`src/rtl/core/mrf_pkg.sv`:
```
package mrf_pkg;

    typedef enum logic [1:0] {
        ST_OK          = 2'd0,
        ST_UNSUPPORTED = 2'd1,
        ST_UNEXPECTED  = 2'd2
    } t_status;

    localparam logic KIND_HEADER = 1'b0;
    localparam logic KIND_DATA   = 1'b1;

    localparam logic [7:0] FC_READ_COILS    = 8'd1;
    localparam logic [7:0] FC_READ_DISCRETE = 8'd2;
    localparam logic [7:0] FC_READ_HOLDING  = 8'd3;
    localparam logic [7:0] FC_READ_INPUT    = 8'd4;
    localparam logic [7:0] FC_WRITE_SINGLE  = 8'd6;
    localparam logic [7:0] FC_WRITE_MULTI   = 8'd16;

    localparam logic [15:0] CRC_INIT = 16'hFFFF;
    localparam logic [15:0] CRC_POLY = 16'hA001;

    localparam logic [8:0] WRITE_RESP_LEN = 9'd8;
    localparam logic [8:0] READ_RESP_BASE = 9'd5;

    localparam int CMD_BYTES = 7;

    typedef struct packed {
        logic [CMD_BYTES-1:0][7:0] bytes;
        logic [2:0]                nbytes;
        logic                      add_crc;
        logic                      crc_init;
        logic                      err;
        logic [8:0]                exp_len;
        t_status                   status;
    } t_cmd;

    typedef struct packed {
        logic full;
        logic empty;
    } t_qstat;

    function automatic logic [15:0] crc16_byte(input logic [15:0] crc, input logic [7:0] b);
        logic [15:0] c;
        c = crc ^ {8'h00, b};
        for (int i = 0; i < 8; i++) begin
            c = c[0] ? ((c >> 1) ^ CRC_POLY) : (c >> 1);
        end
        return c;
    endfunction

endpackage

```
`src/rtl/core/mrf_front.sv`:
```
module mrf_front
    import mrf_pkg::*;
#(
    parameter int MAX_WORDS = 63
) (
    input  logic        i_clk,
    input  logic        i_rst_n,
    input  logic        i_valid,
    input  logic        i_full,
    input  logic        i_func,
    input  logic [7:0]  i_slave_id,
    input  logic [7:0]  i_function_code,
    input  logic [15:0] i_start_address,
    input  logic [5:0]  i_word_count,
    input  logic [31:0] i_data_value,
    input  logic        i_cfg_valid,
    input  logic        i_cfg_data,
    output logic        o_cfg_ready,
    output logic        o_push,
    output t_cmd        o_cmd
);

    localparam logic [5:0] MaxWords = 6'(MAX_WORDS);

    logic       r_wide_mode;
    logic [5:0] r_words;
    logic [5:0] n_words;
    logic [8:0] r_held;
    logic [8:0] n_held;

    logic [5:0] words_c;
    logic [6:0] regs;
    logic [7:0] regs2;
    logic [8:0] read_len;

    assign o_cfg_ready = 1'b1;
    assign o_push      = i_valid && !i_full;

    assign words_c  = (i_word_count > MaxWords) ? MaxWords : i_word_count;
    assign regs     = r_wide_mode ? {words_c, 1'b0} : {1'b0, words_c};
    assign regs2    = {regs, 1'b0};
    assign read_len = READ_RESP_BASE + {1'b0, regs2};

    always_comb begin
        n_words  = r_words;
        n_held   = r_held;
        o_cmd    = '0;
        o_cmd.status = ST_OK;
        if (i_func == KIND_DATA) begin
            o_cmd.exp_len = r_held;
            if (r_words == 6'd0) begin
                o_cmd.nbytes = 3'd1;
                o_cmd.err    = 1'b1;
                o_cmd.status = ST_UNEXPECTED;
            end else begin
                o_cmd.bytes[0] = i_data_value[15:8];
                o_cmd.bytes[1] = i_data_value[7:0];
                o_cmd.bytes[2] = i_data_value[31:24];
                o_cmd.bytes[3] = i_data_value[23:16];
                o_cmd.nbytes   = 3'd4;
                o_cmd.add_crc  = (r_words == 6'd1);
                n_words        = r_words - 6'd1;
            end
        end else begin
            n_words        = 6'd0;
            o_cmd.bytes[0] = i_slave_id;
            o_cmd.bytes[1] = i_function_code;
            o_cmd.bytes[2] = i_start_address[15:8];
            o_cmd.bytes[3] = i_start_address[7:0];
            o_cmd.crc_init = 1'b1;
            unique case (i_function_code) inside
                FC_READ_COILS, FC_READ_DISCRETE, FC_READ_HOLDING, FC_READ_INPUT: begin
                    n_held         = read_len;
                    o_cmd.exp_len  = read_len;
                    o_cmd.bytes[4] = 8'h00;
                    o_cmd.bytes[5] = {1'b0, regs};
                    o_cmd.nbytes   = 3'd6;
                    o_cmd.add_crc  = 1'b1;
                end
                FC_WRITE_SINGLE: begin
                    n_held         = WRITE_RESP_LEN;
                    o_cmd.exp_len  = WRITE_RESP_LEN;
                    o_cmd.bytes[4] = i_data_value[15:8];
                    o_cmd.bytes[5] = i_data_value[7:0];
                    o_cmd.nbytes   = 3'd6;
                    o_cmd.add_crc  = 1'b1;
                end
                FC_WRITE_MULTI: begin
                    n_held         = WRITE_RESP_LEN;
                    o_cmd.exp_len  = WRITE_RESP_LEN;
                    o_cmd.bytes[4] = 8'h00;
                    o_cmd.bytes[5] = {1'b0, regs};
                    o_cmd.bytes[6] = regs2;
                    o_cmd.nbytes   = 3'd7;
                    o_cmd.add_crc  = (words_c == 6'd0);
                    n_words        = words_c;
                end
                default: begin
                    o_cmd          = '0;
                    o_cmd.nbytes   = 3'd1;
                    o_cmd.err      = 1'b1;
                    o_cmd.status   = ST_UNSUPPORTED;
                end
            endcase
        end
    end

    always_ff @(posedge i_clk) begin
        if (!i_rst_n) begin
            r_wide_mode <= 1'b0;
            r_words     <= 6'd0;
            r_held      <= 9'd0;
        end else begin
            if (i_cfg_valid && o_cfg_ready) begin
                r_wide_mode <= i_cfg_data;
            end
            if (o_push) begin
                r_words <= n_words;
                r_held  <= n_held;
            end
        end
    end

endmodule

```
`src/rtl/core/mrf_queue.sv`:
```
module mrf_queue
    import mrf_pkg::*;
(
    input  logic   i_clk,
    input  logic   i_rst_n,
    input  logic   i_push,
    input  t_cmd   i_cmd,
    input  logic   i_pop,
    output t_cmd   o_head,
    output t_qstat o_stat
);

    t_cmd       r_mem [2];
    logic       r_wptr;
    logic       r_rptr;
    logic [1:0] r_count;

    assign o_head       = r_mem[r_rptr];
    assign o_stat.full  = (r_count == 2'd2);
    assign o_stat.empty = (r_count == 2'd0);

    always_ff @(posedge i_clk) begin
        if (i_push) begin
            r_mem[r_wptr] <= i_cmd;
        end
    end

    always_ff @(posedge i_clk) begin
        if (!i_rst_n) begin
            r_wptr  <= 1'b0;
            r_rptr  <= 1'b0;
            r_count <= 2'd0;
        end else begin
            if (i_push) begin
                r_wptr <= !r_wptr;
            end
            if (i_pop) begin
                r_rptr <= !r_rptr;
            end
            if (i_push && !i_pop) begin
                r_count <= r_count + 2'd1;
            end else if (i_pop && !i_push) begin
                r_count <= r_count - 2'd1;
            end
        end
    end

endmodule

```
`src/rtl/core/mrf_back.sv`:
```
module mrf_back
    import mrf_pkg::*;
(
    input  logic       i_clk,
    input  logic       i_rst_n,
    input  logic       i_head_valid,
    input  t_cmd       i_head,
    output logic       o_pop,
    output logic       o_valid,
    input  logic       i_stall,
    output logic [7:0] o_frame_byte,
    output logic       o_last_byte,
    output logic [8:0] o_expected_length,
    output logic [1:0] o_status
);

    logic        r_valid;
    logic [7:0]  r_byte;
    logic        r_last;
    logic [8:0]  r_len;
    t_status     r_status;
    logic [3:0]  r_pos;
    logic [15:0] r_crc;

    logic        advance;
    logic        fire;
    logic [3:0]  total;
    logic        final_pos;
    logic        payload;
    logic [7:0]  sel_byte;
    logic [15:0] crc_base;

    assign advance   = !r_valid || !i_stall;
    assign fire      = advance && i_head_valid;
    assign total     = {1'b0, i_head.nbytes} + (i_head.add_crc ? 4'd2 : 4'd0);
    assign final_pos = (r_pos == total - 4'd1);
    assign payload   = (r_pos < {1'b0, i_head.nbytes});
    assign o_pop     = fire && final_pos;
    assign crc_base  = (r_pos == 4'd0 && i_head.crc_init) ? CRC_INIT : r_crc;

    always_comb begin
        if (payload) begin
            sel_byte = i_head.bytes[r_pos[2:0]];
        end else if (r_pos == {1'b0, i_head.nbytes}) begin
            sel_byte = r_crc[7:0];
        end else begin
            sel_byte = r_crc[15:8];
        end
    end

    always_ff @(posedge i_clk) begin
        if (fire) begin
            r_byte   <= sel_byte;
            r_last   <= final_pos && (i_head.add_crc || i_head.err);
            r_len    <= i_head.exp_len;
            r_status <= i_head.status;
        end
    end

    always_ff @(posedge i_clk) begin
        if (!i_rst_n) begin
            r_valid <= 1'b0;
            r_pos   <= 4'd0;
            r_crc   <= CRC_INIT;
        end else begin
            if (fire) begin
                r_valid <= 1'b1;
                r_pos   <= final_pos ? 4'd0 : r_pos + 4'd1;
                if (payload && !i_head.err) begin
                    r_crc <= crc16_byte(crc_base, sel_byte);
                end else if (final_pos && i_head.add_crc) begin
                    r_crc <= CRC_INIT;
                end
            end else if (advance) begin
                r_valid <= 1'b0;
            end
        end
    end

    assign o_valid           = r_valid;
    assign o_frame_byte      = r_byte;
    assign o_last_byte       = r_last;
    assign o_expected_length = r_len;
    assign o_status          = r_status;

endmodule

```
`src/rtl/core/modbus_rtu_request_framer.sv`:
```
// Modbus RTU request framer. Input transactions on i_valid/o_stall carry either a
// request header or one data word for a write-multiple request. Output transactions
// on o_valid/i_stall carry one frame byte each, with the expected response length
// and a status; the last CRC byte and every error result have last_byte set.
// The wide_mode register is written through i_cfg_valid/o_cfg_ready/i_cfg_data and
// should only change while no request is in flight.
// Each accepted input is classified by the front end into a byte command and placed
// in a two-entry queue, so input is taken while earlier frames are still leaving.
// The first output byte of a transaction passes a queue entry and the output register.
// Bytes then leave at one per cycle from the output serializer while i_stall is low:
// a read or write-single header gives 8 bytes, a write-multiple header 7 (9 with zero
// words), a data word 4 (6 when it carries the CRC), an error a single byte.
// When the receiver stalls, the output byte holds, the queue fills, and o_stall
// rises once both queue entries are taken. Reset empties the queue and the output
// register, clears wide_mode and any pending write-multiple frame.
module modbus_rtu_request_framer
    import mrf_pkg::*;
#(
    parameter int MAX_WORDS = 63
) (
    input  logic        i_clk,
    input  logic        i_rst_n,
    input  logic        i_valid,
    output logic        o_stall,
    input  logic        i_func,
    input  logic [7:0]  i_slave_id,
    input  logic [7:0]  i_function_code,
    input  logic [15:0] i_start_address,
    input  logic [5:0]  i_word_count,
    input  logic [31:0] i_data_value,
    output logic        o_valid,
    input  logic        i_stall,
    output logic [7:0]  o_frame_byte,
    output logic        o_last_byte,
    output logic [8:0]  o_expected_length,
    output logic [1:0]  o_status,
    input  logic        i_cfg_valid,
    output logic        o_cfg_ready,
    input  logic        i_cfg_data
);

    t_cmd   push_cmd;
    t_cmd   head_cmd;
    t_qstat q_stat;
    logic   push;
    logic   pop;

    assign o_stall = q_stat.full;

    mrf_front #(
        .MAX_WORDS(MAX_WORDS)
    ) u_front (
        .i_clk          (i_clk),
        .i_rst_n        (i_rst_n),
        .i_valid        (i_valid),
        .i_full         (q_stat.full),
        .i_func         (i_func),
        .i_slave_id     (i_slave_id),
        .i_function_code(i_function_code),
        .i_start_address(i_start_address),
        .i_word_count   (i_word_count),
        .i_data_value   (i_data_value),
        .i_cfg_valid    (i_cfg_valid),
        .i_cfg_data     (i_cfg_data),
        .o_cfg_ready    (o_cfg_ready),
        .o_push         (push),
        .o_cmd          (push_cmd)
    );

    mrf_queue u_queue (
        .i_clk  (i_clk),
        .i_rst_n(i_rst_n),
        .i_push (push),
        .i_cmd  (push_cmd),
        .i_pop  (pop),
        .o_head (head_cmd),
        .o_stat (q_stat)
    );

    mrf_back u_back (
        .i_clk            (i_clk),
        .i_rst_n          (i_rst_n),
        .i_head_valid     (!q_stat.empty),
        .i_head           (head_cmd),
        .o_pop            (pop),
        .o_valid          (o_valid),
        .i_stall          (i_stall),
        .o_frame_byte     (o_frame_byte),
        .o_last_byte      (o_last_byte),
        .o_expected_length(o_expected_length),
        .o_status         (o_status)
    );

    a_queue_state: assert property (@(posedge i_clk) disable iff (!i_rst_n)
        !(q_stat.full && q_stat.empty))
        else $error("queue reports full and empty together");

    a_error_is_last: assert property (@(posedge i_clk) disable iff (!i_rst_n)
        (o_valid && o_status != ST_OK) |-> o_last_byte)
        else $error("error result without last_byte");

    a_unsupported_zero: assert property (@(posedge i_clk) disable iff (!i_rst_n)
        (o_valid && o_status == ST_UNSUPPORTED) |-> (o_expected_length == 9'd0 &&
            o_frame_byte == 8'd0))
        else $error("unsupported code result carries nonzero fields");

    a_pop_needs_entry: assert property (@(posedge i_clk) disable iff (!i_rst_n)
        pop |-> !q_stat.empty)
        else $error("queue popped while empty");

endmodule

```
`config.mk`:
```
export PLATFORM = sky130hd
export DESIGN_NAME = modbus_rtu_request_framer
export DESIGN_NICKNAME = d
export VERILOG_FILES = /design/src/rtl/core/mrf_pkg.sv /design/src/rtl/core/mrf_front.sv /design/src/rtl/core/mrf_queue.sv /design/src/rtl/core/mrf_back.sv /design/src/rtl/core/modbus_rtu_request_framer.sv
export SDC_FILE = /design/constraint.sdc
export NUM_CORES = 1
export LEC_CHECK = 0
export ABC_CLOCK_PERIOD_IN_PS = 8800
export BUFFER_PORTS_ARGS = -buffer_cell sky130_fd_sc_hd__buf_2
export CORE_MARGIN = 4
export CORE_UTILIZATION = 30
export CTS_CLUSTER_SIZE = 28
export DETAILED_ROUTE_END_ITERATION = 16
export SYNTH_ARGS = -nofsm -noshare
export SYNTH_HDL_FRONTEND = slang
export SYNTH_SLANG_ARGS = --single-unit
```
`constraint.sdc`:
```
create_clock -name i_clk -period 8.8 [get_ports i_clk]
set_input_delay 0.44 -clock i_clk [delete_from_list [all_inputs] [get_ports i_clk]]
set_output_delay 0.44 -clock i_clk [all_outputs]
set_load 0.03 [all_outputs]
```
== Yosys cells after proc, flatten, opt, wreduce, memory -nomap -nowiden ==
Memory sizes are Yosys's and may differ from the RTL's. A register that Yosys moved wholly into a read port is not among the register bits.
Index checks and enable logic that the tools add are counted.
Widths: inputs -> output; s select.
Storage, ports and cells
  latch bits: 0
  flip-flop bits (word level): 61
  word-level logic and storage cells: 128
  input bits: 77
  bits in read-only memories: 0
  bits in writable memories: 146
  memories kept: 1
  output and inout port bits: 23
Cells by class
  divide/modulo/power cells: 0
  order comparisons: 3
  bitwise gates (word level): 10
  shift operators: 0
  equal/unequal tests: 11
  $add $sub $neg: 7
  reduce and logical (&&, ||, !) cells: 36
  multiplexer cells: 47
  multiply operators: 0
Memories
  u_queue.r_mem: words 2, width 73, read ports 1, clocked after Yosys merged registers in 1, write ports 1, RTL line mrf_queue.sv:13  | t_cmd r_mem [2];
Operators by type and width (number)
  $mux 16: 11
  $mux 32: 2
  $mux 36: 1
  $pmux 9 s2: 2
  $mux 8: 4
  $pmux 16 s2: 1
  $bmux 8 s3: 1
  $mux 24: 1
  $mux 6: 4
  $not 2->3: 8
  $eq 8x2->1 const B: 2
  $eq 8x3->1 const B: 2
  $xor 16x8->16: 1
  $logic_not 6->1: 2
  $mux 12: 1
  $mux 1: 10
  $mux 2: 5
  $reduce_or 5->1: 2
  $add 3x8->9 const A: 1
  $logic_and 1x1->1: 9
  $logic_not 1->1: 9
  $eq 8x1->1 const B: 1
  $eq 8x5->1 const B: 1
  $pmux 4 s2: 1
  27 further kinds: 32

== Logic depth before layout (Yosys ltp) ==
  depth after elaboration: 21
  depth in mapped cells: 18
  gate-level depth less buffers: 13

== By module ==
From an unflattened synthesis, not the netlist that was laid out.
Second synthesis, totals
  cell total of the unflattened synthesis: 782
  area, all modules: 10214.8 um^2
By module, submodules not included
  mrf_queue: instances 1, seq. area each 4484.3 um^2, area each 5511.5 um^2, cells each 249
  mrf_back: instances 1, seq. area each 1021.0 um^2, area each 2735.1 um^2, cells each 275
  mrf_front: instances 1, seq. area each 320.3 um^2, area each 1964.4 um^2, cells each 257
  modbus_rtu_request_framer: instances 1, seq. area each 0.0 um^2, area each 3.8 um^2, cells each 1

== Least setup slack after synthesis ==
No wires, ideal clock.
  path kind: register -> register
  start: register with a tool-made name
  end: register u_back.r_crc[0]
  setup slack: 4.287 ns
  library setup time: 0.133 ns
  buffers on the path: 6
  stages on the path, launching flop included: 17
  period minus slack after synthesis: 4.513 ns
  data arrival time: 4.380 ns
  data required time: 8.667 ns
  cells stage by stage: dfxtp_1 -> buf_6 -> buf_6 -> buf_6 -> buf_6 -> clkbuf_1 -> mux2_2 -> ha_1 -> nand4b_1 -> buf_2 -> mux2_2 -> a21oi_2 -> xnor3_1 -> xnor3_2 -> xor3_2 -> xnor2_1 -> a31oi_1
RTL lines
  end signal, assigned: RTL line mrf_back.sv:70  | r_crc <= crc16_byte(crc_base, sel_byte);
  end, declared: RTL line mrf_back.sv:23  | logic [15:0] r_crc;

==> impl_metrics.csv <==
group,metric,value,unit
yosys,synth_mux_area_share,10.5,%
detailed_routing,wire_per_inst,17.6,µm
yosys,synth-simple-area-share,10.5,%
yosys,syn_area_per_cell,13.1,µm²
clock_network,cts_buffers,23,
clock_network,cts.clk_slew.worst_paths,0.06,ns
critical_path,path_class,"reg2reg",
run_status,status,"completed",
yosys,synth_seq_cells,206,
detailed_routing,firstDrtPassIters,5,
timing,hold_viol,0,
flow_run,cap_violations,0,
min_path,min_to,"u_front.r_wide_mode",
global_route,grt.overflow.total,0,
timing,period_needed,4.83,ns
min_path,hold_path_depth,3,
pwr,internal_power,2580,µW
yosys,synth_area,9540,µm²
placed_design,portBuffers,98,
yosys,yosysWarnings,0,
final_layout,layout-drive-gt1-share,23.0,%
placed_design,gp_congestion,0.838,
timing,setup_viol,0,
pwr,p_comb_share,39.0,%
floorplan,start_util,30.3,%
detailed_routing,wl_met1,9980,µm
clock_network,hold_buffers,0,
global_route,track_usage,12.2,%
critical_path,start_kind,"flip-flop",
yosys,async_flop_share,0,%
yosys,synth_top_family_by_area,"multiplexers",
critical_path,reg2reg_to,"u_back.r_crc[0]",
clock_network,cts_max_level,1,
timing,finalMaxSlewViolations,0,
final_layout,final_cell_mix,"edfxtp_1 (164), buf_2 (98), nor2_1 (68)",
floorplan,die-area,34700,µm²
detailed_routing,drc_errors,0,
pwr,p_leak,0.00409,µW
final_layout,insertedDiodeCount,0,
pwr,pwr-share-seq,36.6,%
yosys,ys.flop_type,"edfxtp_1",
pwr,pwr-share-clk,24.4,%
floorplan,num_io_pins,100,
clock_network,cts_setup_buffers,0,
detailed_routing,drt_iter0_drc,483,
clock_network,insertion_delay,0.53,ns
global_route,grt_max_degree,66,
detailed_routing,num_vias,6094,
timing,fin_crit_sh,54.9,%
critical_path,endpoint_kind,"flip-flop",
yosys,synth_compound_area_share,9.36,%
timing,rsz0062_at_grt,"false",
timing,tightestPinTransition,1.29,ns
critical_path,worstPathRequired,9.20,ns
clock_network,clk_path_buf_depth,3,
timing,max_freq,207,MHz
detailed_routing,top_layer,"met5",
floorplan,row_count,65,
timing,finalSetupTns,0,ns
detailed_routing,wirelength,21800,µm
pwr,p_sw,1360,µW
clock_network,cts_tree,"built",
min_path,hp-start,"i_cfg_data",
critical_path,crit_fanout,34,
detailed_routing,route.met3.wl,859,µm
detailed_routing,via_per_inst,4.91,
pwr,switching_share,34.5,%
final_layout,final_common_cell,"edfxtp_1",
global_route,antenna_found_initial,1,
pwr,ir_drop,0.227,mV
floorplan,die_w,186,µm
yosys,ys_seq_area_share,60.4,%
floorplan,die_h,186,µm
clock_network,cts.sinks,206,
critical_path,arrival,5.22,ns
clock_network,cts_resized,0,
yosys,synth-xor-area-share,4.75,%
timing,finalClockSkew,0.0246,ns
timing,whs,0.183,ns
yosys,syn_inst,731,
final_layout,nNetsFinal,910,
global_route,grt_pass1_wl,34500,µm
pwr,p_per_area,352,nW/µm²
placed_design,dp_hpwl,14500,µm
timing,slew_headroom,14.1,%
yosys,synth.distinct_cells,67,
detailed_routing,ant_nets,0,
final_layout,area_growth,17.3,%
global_route,grt_pass1_vias,6127,
min_path,hold_class,"in2reg",
yosys,synthesis.nets,820,
clock_network,cts_root_buf,"clkbuf_16",
yosys,synthAdderAreaFrac,1.65,%
detailed_routing,dr_wl_met2,10400,µm
floorplan,core_area,31500,µm²
yosys,synth-edff-count,164,
critical_path,rrSetupSlack,3.97,ns
critical_path,reg2regPathDepth,11,
final_layout,fillCellCount,3030,
power groups by stage:
stage | combinational [µW] | clock [µW] | sequential (µW)
floorplan | 1090 | 0 | 1550
global placement | 1520 | 0 | 1460
detailed placement | 1540 | 0 | 1460
CTS | 1550 | 987 | 1440
global route | 1660 | 1030 | 1460
finish | 1540 | 960 | 1440
synthesized netlist by cell type, types with 4 or more instances:
library cell | count | share of area [%]
o22ai_1 | 8 | 0.52
ha_1 | 11 | 1.4
nor4_1 | 10 | 0.66
dfxtp_1 | 42 | 8.8
a21oi_1 | 27 | 1.4
and2_1 | 16 | 1.0
or3_1 | 5 | 0.33
mux2_2 | 19 | 2.2
mux2i_1 | 21 | 2.2
mux4_2 | 17 | 4.0
nand2b_1 | 6 | 0.39
xor2_1 | 13 | 1.2
mux4_1 | 7 | 1.9
a221oi_1 | 5 | 0.46
inv_1 | 16 | 0.63
nor2_1 | 69 | 2.7
nor3_1 | 15 | 0.79
clkbuf_1 | 32 | 1.3
edfxtp_1 | 164 | 52
buf_6 | 4 | 0.47
and3_1 | 4 | 0.26
xnor2_1 | 26 | 2.4
nor2b_1 | 5 | 0.33
nand3_1 | 8 | 0.42
a211oi_1 | 6 | 0.47
a22o_1 | 28 | 2.6
o21ai_0 | 27 | 1.4
a31oi_1 | 4 | 0.26
nand2_1 | 59 | 2.3
metal layers:
layer | GRT usage [%] | vias up
met5 | 0 | -
met3 | 1.89 | 33
li1 | - | 2934
met2 | 20.4 | 130
met1 | 16.7 | 2995
met4 | 3.64 | 2
metrics by stage:
stage          std cells  utilization [%]  total power, µW  worst slack, ns  instance area, µm²
2_1_floorplan        731                -             2640             4.29                9540
3_3_place_gp        1198             33.2             2980             4.00               10400
3_5_place_dp        1198             33.2             3000             3.94               10400
4_1_cts             1240             35.6             3980             3.94               11200
5_1_grt             1240             35.6             4150             3.74               11200
6_report            1240             35.6             3940             3.97               11200
how the worst max path moves through the flow:
| stage | depth (start not counted) | slack, ns | from | to |
|---|---|---|---|---|
| 2_1_floorplan | 16 | 4.29 | flip-flop | u_back.r_crc[0] |
| 3_3_place_gp | 11 | 4.00 | flip-flop | u_back.r_crc[0] |
| 3_5_place_dp | 11 | 3.94 | flip-flop | u_back.r_crc[0] |
| 4_1_cts | 11 | 3.94 | flip-flop | u_back.r_crc[0] |
| 5_1_grt | 11 | 3.74 | flip-flop | u_back.r_crc[0] |
| 6_report | 11 | 3.97 | flip-flop | u_back.r_crc[0] |
registers in the layout, indices dropped and copies added, names as in the netlist, named ones only:
| register | count |
|---|---|
| u_queue.r_mem | 144 |
| u_back.r_crc | 16 |
| u_back.o_valid | 1 |
| u_back.r_pos | 4 |
| u_queue.r_rptr | 1 |
| u_back.o_expected_length | 9 |
| u_queue.r_wptr | 1 |
| u_queue.r_count | 2 |
| u_front.r_held | 9 |
| u_back.o_last_byte | 1 |
| u_front.r_words | 6 |
| u_back.o_frame_byte | 8 |
| u_front.r_wide_mode | 1 |
| u_back.o_status | 2 |
area by class of cell:
| cell class | count | area (µm²) | area share (%) |
|---|---|---|---|
| Clock inverter | 13 | 151 | 1.35 |
| Clock buffer | 29 | 608 | 5.43 |
| Inverter | 20 | 75.1 | 0.670 |
| Tap cell | 402 | 503 | 4.49 |
| Timing Repair Buffer | 107 | 558 | 4.98 |
| Sequential cell | 206 | 5770 | 51.5 |
| Multi-Input combinational cell | 463 | 3530 | 31.6 |
cell families after synthesis:
family                   count (synthesis)
AND/OR/NAND/NOR                        210
buffers and inverters                   62
other                                    1
AO/OA/AOI/OAI                          131
XOR/XNOR                                44
multiplexers                            65
adder cells (fa/ha/maj)                 12
flip-flops                             206
worst max-delay path: stages, from the launching register on:
cell,delay (ns)
dfxtp_2,0.56
buf_4,0.58
mux2_2,0.43
ha_1,0.31
nand4b_1,0.51
mux2_2,0.49
a21oi_2,0.23
xnor3_1,0.49
xnor3_2,0.40
xor3_2,0.42
xnor2_1,0.17
a31oi_1,0.10
(Power assumes the default switching activity.)
